$ cat config.mk
export PLATFORM = sky130hd
export DESIGN_NAME = grapheme_cluster_boundary
export DESIGN_NICKNAME = d
export VERILOG_FILES = /design/src/rtl/gcb_pkg.sv /design/src/rtl/grapheme_cluster_boundary.sv /design/src/rtl/gcb_rules.sv
export VERILOG_INCLUDE_DIRS = /design/src /design/src/rtl
export SDC_FILE = /design/constraint.sdc
export NUM_CORES = 1
export LEC_CHECK = 0
export BUFFER_PORTS_ARGS = -buffer_cell sky130_fd_sc_hd__buf_2
export CAP_MARGIN = 20
export CORE_ASPECT_RATIO = 0.75
export CORE_MARGIN = 5
export CORE_UTILIZATION = 32
export CTS_CLUSTER_SIZE = 20
export DETAILED_ROUTE_END_ITERATION = 10
export HOLD_SLACK_MARGIN = 0.06
export PLACE_DENSITY = 0.52
export SYNTH_ARGS = -nofsm -noshare
export SYNTH_HDL_FRONTEND = slang
export SYNTH_SLANG_ARGS = --single-unit
$ cat constraint.sdc
create_clock -name clk -period 3 [get_ports clk]
set_clock_uncertainty 0.2 [all_clocks]
set_input_delay 0.15 -clock clk [delete_from_list [all_inputs] [get_ports clk]]
set_output_delay 0.15 -clock clk [all_outputs]
set_load 0.005 [all_outputs]
$ cat src/rtl/grapheme_cluster_boundary_assert.svh
// Assertion macros used by the grapheme cluster boundary top level.
`ifndef GRAPHEME_CLUSTER_BOUNDARY_ASSERT_SVH
`define GRAPHEME_CLUSTER_BOUNDARY_ASSERT_SVH

`ifndef SYNTHESIS

`define GCB_ASSERT_SAME(label, clk, rst_n, ante, cons) \
    label: assert property (@(posedge clk) disable iff (!rst_n) (ante) |-> (cons)) \
        else $error("grapheme cluster boundary check failed");

`define GCB_ASSERT_NEXT(label, clk, rst_n, ante, cons) \
    label: assert property (@(posedge clk) disable iff (!rst_n) (ante) |=> (cons)) \
        else $error("grapheme cluster boundary check failed");

`else

`define GCB_ASSERT_SAME(label, clk, rst_n, ante, cons)

`define GCB_ASSERT_NEXT(label, clk, rst_n, ante, cons)

`endif

`endif

$ cat src/rtl/gcb_pkg.sv
// Package with the break classes, state type and widths of the grapheme cluster boundary block.
`timescale 1ns / 1ps

package gcb_pkg;

    localparam int CLASS_W     = 4;
    localparam int OFFSET_W    = 16;
    localparam int OFFSET_BITS = 16;

    localparam int OFFSET_KEEP = (OFFSET_BITS < OFFSET_W) ? OFFSET_BITS : OFFSET_W;
    localparam logic [OFFSET_W-1:0] OFFSET_MASK =
        OFFSET_W'(((OFFSET_W+1)'(1) << OFFSET_KEEP) - (OFFSET_W+1)'(1));

    typedef enum logic [CLASS_W-1:0] {
        CLS_OTHER   = 4'd0,
        CLS_CONTROL = 4'd1,
        CLS_CR      = 4'd2,
        CLS_LF      = 4'd3,
        CLS_L       = 4'd4,
        CLS_V       = 4'd5,
        CLS_LV      = 4'd6,
        CLS_LVT     = 4'd7,
        CLS_T       = 4'd8,
        CLS_EXTEND  = 4'd9,
        CLS_ZWJ     = 4'd10,
        CLS_SPACING = 4'd11,
        CLS_PREPEND = 4'd12,
        CLS_PICT    = 4'd13,
        CLS_RI      = 4'd14
    } class_t;

    typedef struct packed {
        class_t prior_class;
        logic   regional_odd;
        logic   pictograph_run;
        logic   zwj_after_pictograph;
    } gcb_state_t;

    localparam gcb_state_t STATE_RESET = '{
        prior_class:          CLS_OTHER,
        regional_odd:         1'b0,
        pictograph_run:       1'b0,
        zwj_after_pictograph: 1'b0
    };

endpackage

$ cat src/rtl/grapheme_cluster_boundary.sv
// Top level of the grapheme cluster boundary block: input register, rules and result register.
// Usage:
// The input channel (in_valid, in_ready) carries one decoded scalar per transaction:
// its break class, its code-unit offset and a flag that marks the first scalar of a text.
// The output channel (out_valid, out_ready) returns one transaction per input transaction,
// in order, with cluster_start set where a grapheme cluster begins and the offset echoed.
// After acceptance the scalar is held in the input register, then the rules are evaluated
// and the result is captured in the output register, which drives out_valid.
// Throughput is one transaction per cycle while out_ready stays high; the limit is the
// combinational rule evaluation with the one-scalar context register it reads and updates.
// A scalar flagged as start of text clears the context and always starts a cluster.
// Reset empties both registers and sets the context to the Other class with all run
// flags clear; the first scalar after reset is judged against that context.
// When the receiver stalls, the result holds in the output register while one more
// transaction can wait in the input register; in_ready drops only when both are full.
`timescale 1ns / 1ps
`include "grapheme_cluster_boundary_assert.svh"

module grapheme_cluster_boundary (
    input  logic                          clk,
    input  logic                          rst_n,
    input  logic                          in_valid,
    output logic                          in_ready,
    input  logic [gcb_pkg::CLASS_W-1:0]   break_class,
    input  logic [gcb_pkg::OFFSET_W-1:0]  unit_offset,
    input  logic                          text_start,
    output logic                          out_valid,
    input  logic                          out_ready,
    output logic                          cluster_start,
    output logic [gcb_pkg::OFFSET_W-1:0]  start_offset
);
    import gcb_pkg::*;

    logic                in_valid_reg;
    logic                in_valid_next;
    logic [CLASS_W-1:0]  class_reg;
    logic [OFFSET_W-1:0] offset_reg;
    logic                start_reg;

    gcb_state_t          state_reg;
    gcb_state_t          state_next;
    gcb_state_t          state_upd;
    logic                boundary;

    logic                out_valid_reg;
    logic                out_valid_next;
    logic                cluster_start_reg;
    logic [OFFSET_W-1:0] start_offset_reg;

    logic                in_take;
    logic                advance;

    assign advance  = in_valid_reg && (!out_valid_reg || out_ready);
    assign in_ready = !in_valid_reg || advance;
    assign in_take  = in_valid && in_ready;

    assign in_valid_next  = in_take || (in_valid_reg && !advance);
    assign out_valid_next = advance || (out_valid_reg && !out_ready);
    assign state_next     = advance ? state_upd : state_reg;

    gcb_rules u_rules (
        .state       (state_reg),
        .break_class (class_reg),
        .text_start  (start_reg),
        .boundary    (boundary),
        .state_upd   (state_upd)
    );

    always_ff @(posedge clk or negedge rst_n)
    begin
        if (!rst_n)
        begin
            in_valid_reg  <= 1'b0;
            out_valid_reg <= 1'b0;
            state_reg     <= STATE_RESET;
        end
        else
        begin
            in_valid_reg  <= in_valid_next;
            out_valid_reg <= out_valid_next;
            state_reg     <= state_next;
        end
    end

    always_ff @(posedge clk)
    begin
        if (in_take)
        begin
            class_reg  <= break_class;
            offset_reg <= unit_offset;
            start_reg  <= text_start;
        end
        if (advance)
        begin
            cluster_start_reg <= boundary;
            start_offset_reg  <= offset_reg & OFFSET_MASK;
        end
    end

    assign out_valid     = out_valid_reg;
    assign cluster_start = cluster_start_reg;
    assign start_offset  = start_offset_reg;

    `GCB_ASSERT_NEXT(a_start_forces_boundary, clk, rst_n, advance && start_reg, out_valid && cluster_start)
    `GCB_ASSERT_NEXT(a_crlf_joins, clk, rst_n, advance && !start_reg && (state_reg.prior_class == CLS_CR) && (class_reg == CLS_LF), !cluster_start)
    `GCB_ASSERT_NEXT(a_state_holds_when_idle, clk, rst_n, !advance, $stable(state_reg))
    `GCB_ASSERT_SAME(a_ready_when_output_free, clk, rst_n, !out_valid_reg, in_ready)

endmodule

$ cat src/rtl/gcb_rules.sv
// Boundary rules and state update for one scalar of the grapheme cluster boundary block.
`timescale 1ns / 1ps

module gcb_rules (
    input  gcb_pkg::gcb_state_t          state,
    input  logic [gcb_pkg::CLASS_W-1:0]  break_class,
    input  logic                         text_start,
    output logic                         boundary,
    output gcb_pkg::gcb_state_t          state_upd
);
    import gcb_pkg::*;

    class_t     cls;
    gcb_state_t cur;
    logic       p_ctl;
    logic       c_ctl;
    logic       joins;

    always_comb
    begin
        // The code with no meaning is handled as Other.
        if (break_class > CLS_RI)
        begin
            cls = CLS_OTHER;
        end
        else
        begin
            cls = class_t'(break_class);
        end

        cur = text_start ? STATE_RESET : state;

        p_ctl = (cur.prior_class == CLS_CONTROL) || (cur.prior_class == CLS_CR) ||
                (cur.prior_class == CLS_LF);
        c_ctl = (cls == CLS_CONTROL) || (cls == CLS_CR) || (cls == CLS_LF);

        if ((cur.prior_class == CLS_CR) && (cls == CLS_LF))
        begin
            joins = 1'b1;
        end
        else if (p_ctl || c_ctl)
        begin
            joins = 1'b0;
        end
        else if ((cur.prior_class == CLS_L) &&
                 ((cls == CLS_L) || (cls == CLS_V) || (cls == CLS_LV) || (cls == CLS_LVT)))
        begin
            joins = 1'b1;
        end
        else if (((cur.prior_class == CLS_LV) || (cur.prior_class == CLS_V)) &&
                 ((cls == CLS_V) || (cls == CLS_T)))
        begin
            joins = 1'b1;
        end
        else if (((cur.prior_class == CLS_LVT) || (cur.prior_class == CLS_T)) &&
                 (cls == CLS_T))
        begin
            joins = 1'b1;
        end
        else if ((cls == CLS_EXTEND) || (cls == CLS_ZWJ) || (cls == CLS_SPACING) ||
                 (cur.prior_class == CLS_PREPEND))
        begin
            joins = 1'b1;
        end
        else if ((cls == CLS_PICT) && (cur.prior_class == CLS_ZWJ) &&
                 cur.zwj_after_pictograph)
        begin
            joins = 1'b1;
        end
        else if ((cls == CLS_RI) && (cur.prior_class == CLS_RI) && cur.regional_odd)
        begin
            joins = 1'b1;
        end
        else
        begin
            joins = 1'b0;
        end

        boundary = text_start || !joins;

        state_upd.prior_class          = cls;
        state_upd.zwj_after_pictograph = (cls == CLS_ZWJ) && cur.pictograph_run;
        state_upd.pictograph_run       = (cls == CLS_EXTEND) ? cur.pictograph_run
                                                              : (cls == CLS_PICT);
        state_upd.regional_odd         = (cls == CLS_RI) ? !cur.regional_odd : 1'b0;
    end

endmodule
# After elaboration in Yosys (flattened, before gate mapping)
# Index checks and enable logic that the tools add are counted.
dict set report word_totals {
  regBits 47
  in_bits 25
  output_inout_bits 19
  word_cells 86
}
dict set report classes {
  order_cmp 1
  eq_ne 24
  mux 12
  reduce_logical 38
}
# op n
set op_table {}
lappend op_table {{$eq 4x4->1 const B} 10}
lappend op_table {{$eq 4x3->1 const B} 8}
lappend op_table {{$logic_or 1x1->1} 19}
lappend op_table {{$eq 4x2->1 const B} 4}
lappend op_table {{$logic_and 1x1->1} 13}
lappend op_table {{$mux 1} 10}
lappend op_table {{$eq 4x1->1 const B} 2}
lappend op_table {{$mux 7} 1}
lappend op_table {{$logic_not 1->1} 6}
lappend op_table {{$gt 4x4->1 const B} 1}
lappend op_table {{$mux 4} 1}

# Longest topological paths before layout
dict set report depth {
  ltp_word 15
  depth_mapped 5
  ltp_nobuf 4
}

# Hierarchy
# From an unflattened synthesis, not the netlist that was laid out.
dict set report hier_totals {
  hier_cells 107
  hier_area_um2 1816.7
}
# mod instances cells_per_inst area_per_inst_um2 seq_area_each_um2
set by_module_without_submodules {}
lappend by_module_without_submodules {grapheme_cluster_boundary 1 61 1527.7 1366.3}
lappend by_module_without_submodules {gcb_rules 1 46 289.0 0.0}

# Worst setup path after synthesis
# No wires, ideal clock.
dict set report synth_path {
  path_kind {register to register}
  start {register out_valid_reg, in the netlist out_valid}
  end {register cluster_start_reg, in the netlist cluster_start (enable)}
  setup_time_ps 369
  arrival_time_ps 1152
  required_time_ps 2431
  slack_ps 1279
  stages_incl_launch_ff 5
  path_buffers 1
  synth_period_minus_slack_ps 1721
  cell_sequence {dfrtp_1 nand2b_1 nand2_1 clkbuf_1 inv_1}
}
dict set report synth_via {
  elab_chain_cells 3
}
# element line
set synth_rtl {}
lappend synth_rtl {{start: declaration} grapheme_cluster_boundary.sv:45} ;# logic out_valid_reg;
lappend synth_rtl {{start signal: assignment} grapheme_cluster_boundary.sv:80} ;# out_valid_reg <= out_valid_next;
lappend synth_rtl {{$logic_not 1->1} grapheme_cluster_boundary.sv:53} ;# assign advance = in_valid_reg && (!out_valid_reg || out_ready);
lappend synth_rtl {{$logic_or 1x1->1} grapheme_cluster_boundary.sv:53}
lappend synth_rtl {{$logic_and 1x1->1} grapheme_cluster_boundary.sv:53}
lappend synth_rtl {{named net advance} grapheme_cluster_boundary.sv:51} ;# logic advance;
lappend synth_rtl {{end signal: assignment} grapheme_cluster_boundary.sv:95} ;# cluster_start_reg <= boundary;
lappend synth_rtl {{end: declaration} grapheme_cluster_boundary.sv:47} ;# logic cluster_start_reg;
# The timed path passes the listed nets, and every way through them passes these cells.
# A chain may end at the register's enable or synchronous reset.

# Final worst setup path
dict set report layout_path {
  start {input port out_ready}
  end {register cluster_start_reg, in the netlist cluster_start (enable)}
}
dict set report layout_via {
  elab_chain_cells 2
}
# element line
set layout_rtl {}
lappend layout_rtl {{start: declaration} grapheme_cluster_boundary.sv:28} ;# input logic out_ready,
lappend layout_rtl {{$logic_or 1x1->1} grapheme_cluster_boundary.sv:53}
lappend layout_rtl {{$logic_and 1x1->1} grapheme_cluster_boundary.sv:53}
lappend layout_rtl {{named net advance} grapheme_cluster_boundary.sv:51}
# The timed path passes the listed nets, and every way through them passes these cells.

==> out/qor.csv <==
metric;value;unit
worstPathCellList;dlygate4sd3_1 > buf_2 > nand2b_1 > nand2_1 > inv_1;
cts_resized;0;
hold_viol_final;0;
max_slew_margin;39.5;%
place_hpwl;2.45;mm
synth_nets;141;
die_h;74.5;microns
grt_max_degree;22;
crit_fanout;17;
setup_viol;0;
hold_class;reg -> reg;
ff2ff_path_depth;3;
start_kind;primary input;
antenna_found_initial;0;
r2r-start;out_valid;
netlist_instances;116;
power.density;539;nW/um^2
layout_commonest_cell;buf_2;
firstDrtPassIters;4;
totalWireLength;3.49;mm
grt_pass1_vias;1188;
whs_path_depth;0;
rows;23;
port_buffers;43;
cpPeakStageDelay;0.57;ns
yosys_warnings;0;
clockRootBuffer;clkbuf_8;
register_area;1370;sq um
syn_area;1770;sq um
peakVddDrop;0.269;mV
vias;1181;
holdWs;0.224;ns
clkSlewWorstSetupHoldPaths;0.08;ns
final_max_slew_viol_count;0;
leakage;0.927;nW
numCtsBuffers;5;
ios;44;
htreeDepth;2;
ys_ff_latch;47;
cts_setup_buffers;0;
grt_pass1_wl;5.84;mm
critPathCaptureType;register;
filler_cell_count;500;
multi_input_area;377;sq um
pre_cts_slack;1.09;ns
start_util;33.1;%
synth.distinct_cells;29;
fin_util;45.0;%
drive_gt1_share;27.1;%
clock_path_buffers;2;
slowest_stage;inv_1;
seq_area_frac_synth;77.1;%
nNetsFinal;212;
place_congestion;0.765;
finalSetupTns;0;ns
avgViaCountPerCell;4.49;
period_share;66.9;%
min_period;2.01;ns
fmax;498;MHz
final_cell_mix;buf_2 (43), edfxtp_1 (38), dlygate4sd3_1 (26);
wl_per_cell;13.3;microns
rsz0062_at_grt;false;
critPathArrivalTime;1.73;ns
dieArea;7140;sq um
dieWidth;96.0;microns
crit_type;in -> reg;
antenna_left;0;
syn_area_per_cell;15.3;sq um
drc;0;
startpoint;out_ready;
drt_iter0_drc;103;
grt_overflow;0;
worst_slew_pin_slew;0.907;ns
core;5350;sq um
setup_slack;0.994;ns
hp-start;offset_reg[3];
cts_tree;done;
cap_violations;0;
areaGrowthSynthToFinish;35.7;%
outcome;completed;
grtUsageTotal;11.0;%
postCtsHoldBufs;26;
crit_required;2.72;ns
antenna_cells;0;
clk_latency;0.29;ns
cts_sinks;47;
[cell families after synthesis]
group	share of synthesized area, %
buffers and inverters	1.69
XOR/XNOR	0.494
AND/OR/NAND/NOR	14.2
AO/OA/AOI/OAI	6.56
flip-flops	77.1
[through the flow]
stage / power [mW] / cells / cell area (sq um)
floorplan: 0.865 / 116 / 1770
global placement: 0.918 / 229 / 2060
detailed placement: 0.925 / 229 / 2060
CTS: 1.32 / 263 / 2410
global route: 1.36 / 263 / 2410
finish: 1.30 / 263 / 2410
[cells in the mapped netlist, drive strengths merged]
master,count,area (sq um)
o32ai,1,8.76
o21ai,8,40.0
dfrtp,9,225
nor2b,6,37.5
nand4,2,12.5
nand4b,2,17.5
nand3b,2,15.0
nand3,7,35.0
inv,2,7.51
o211ai,2,20.0
a21oi,3,15.0
nor4bb,1,10.0
xor2,1,8.76
nand2,11,41.3
o21bai,1,7.51
buf,3,15.0
and4,1,8.76
and2,1,6.26
o2111ai,1,8.76
nand2b,3,18.8
o31ai,1,7.51
nor4b,3,26.3
nor2,2,7.51
and4b,1,10.0
nor3,1,5.00
edfxtp,38,1140
clkbuf,2,7.51
o41ai,1,8.76
[power breakdown]
group          internal (mW)  total [mW]  switching, mW
registers              0.762       0.804         0.0413
logic                 0.0697       0.131         0.0615
clock network          0.163       0.361          0.198
[layout make-up]
cell class / count / area share (%)
multi-input cells: 62 / 15.7
well taps: 75 / 3.90
inverters: 2 / 0.312
flip-flops and latches: 47 / 56.8
clock inverters: 3 / 0.728
clock buffers: 5 / 2.86
repair buffers: 69 / 19.8
[worst max-delay path: cells and delay by family]
| family | cells | cell delay (ns) |
|---|---|---|
| buf+inv | 3 | 1.18 |
| simple gates | 2 | 0.39 |
[metal layers]
layer / global-route usage (%) / share of wire (%) / up-vias
li1: - / - / 579
met1: 14.1 / 43 / 563
met2: 17.8 / 50 / 35
met3: 2.93 / 5.2 / 4
met5: 0 / 0 / -
met4: 4.73 / 1.5 / 0
[path summary, 6_finish.rpt]
| path | to | slack, ns |
|---|---|---|
| worst max register to register | cluster_start | 1.10 |
| max in group asynchronous | state_reg[4] | 1.66 |
| worst min-delay path | start_offset[3] | 0.22 |
| worst min register to register | start_offset[3] | 0.22 |
| min in group asynchronous | state_reg[5] | 0.65 |
| worst max-delay path | cluster_start | 0.99 |
(Power assumes the default switching activity.)
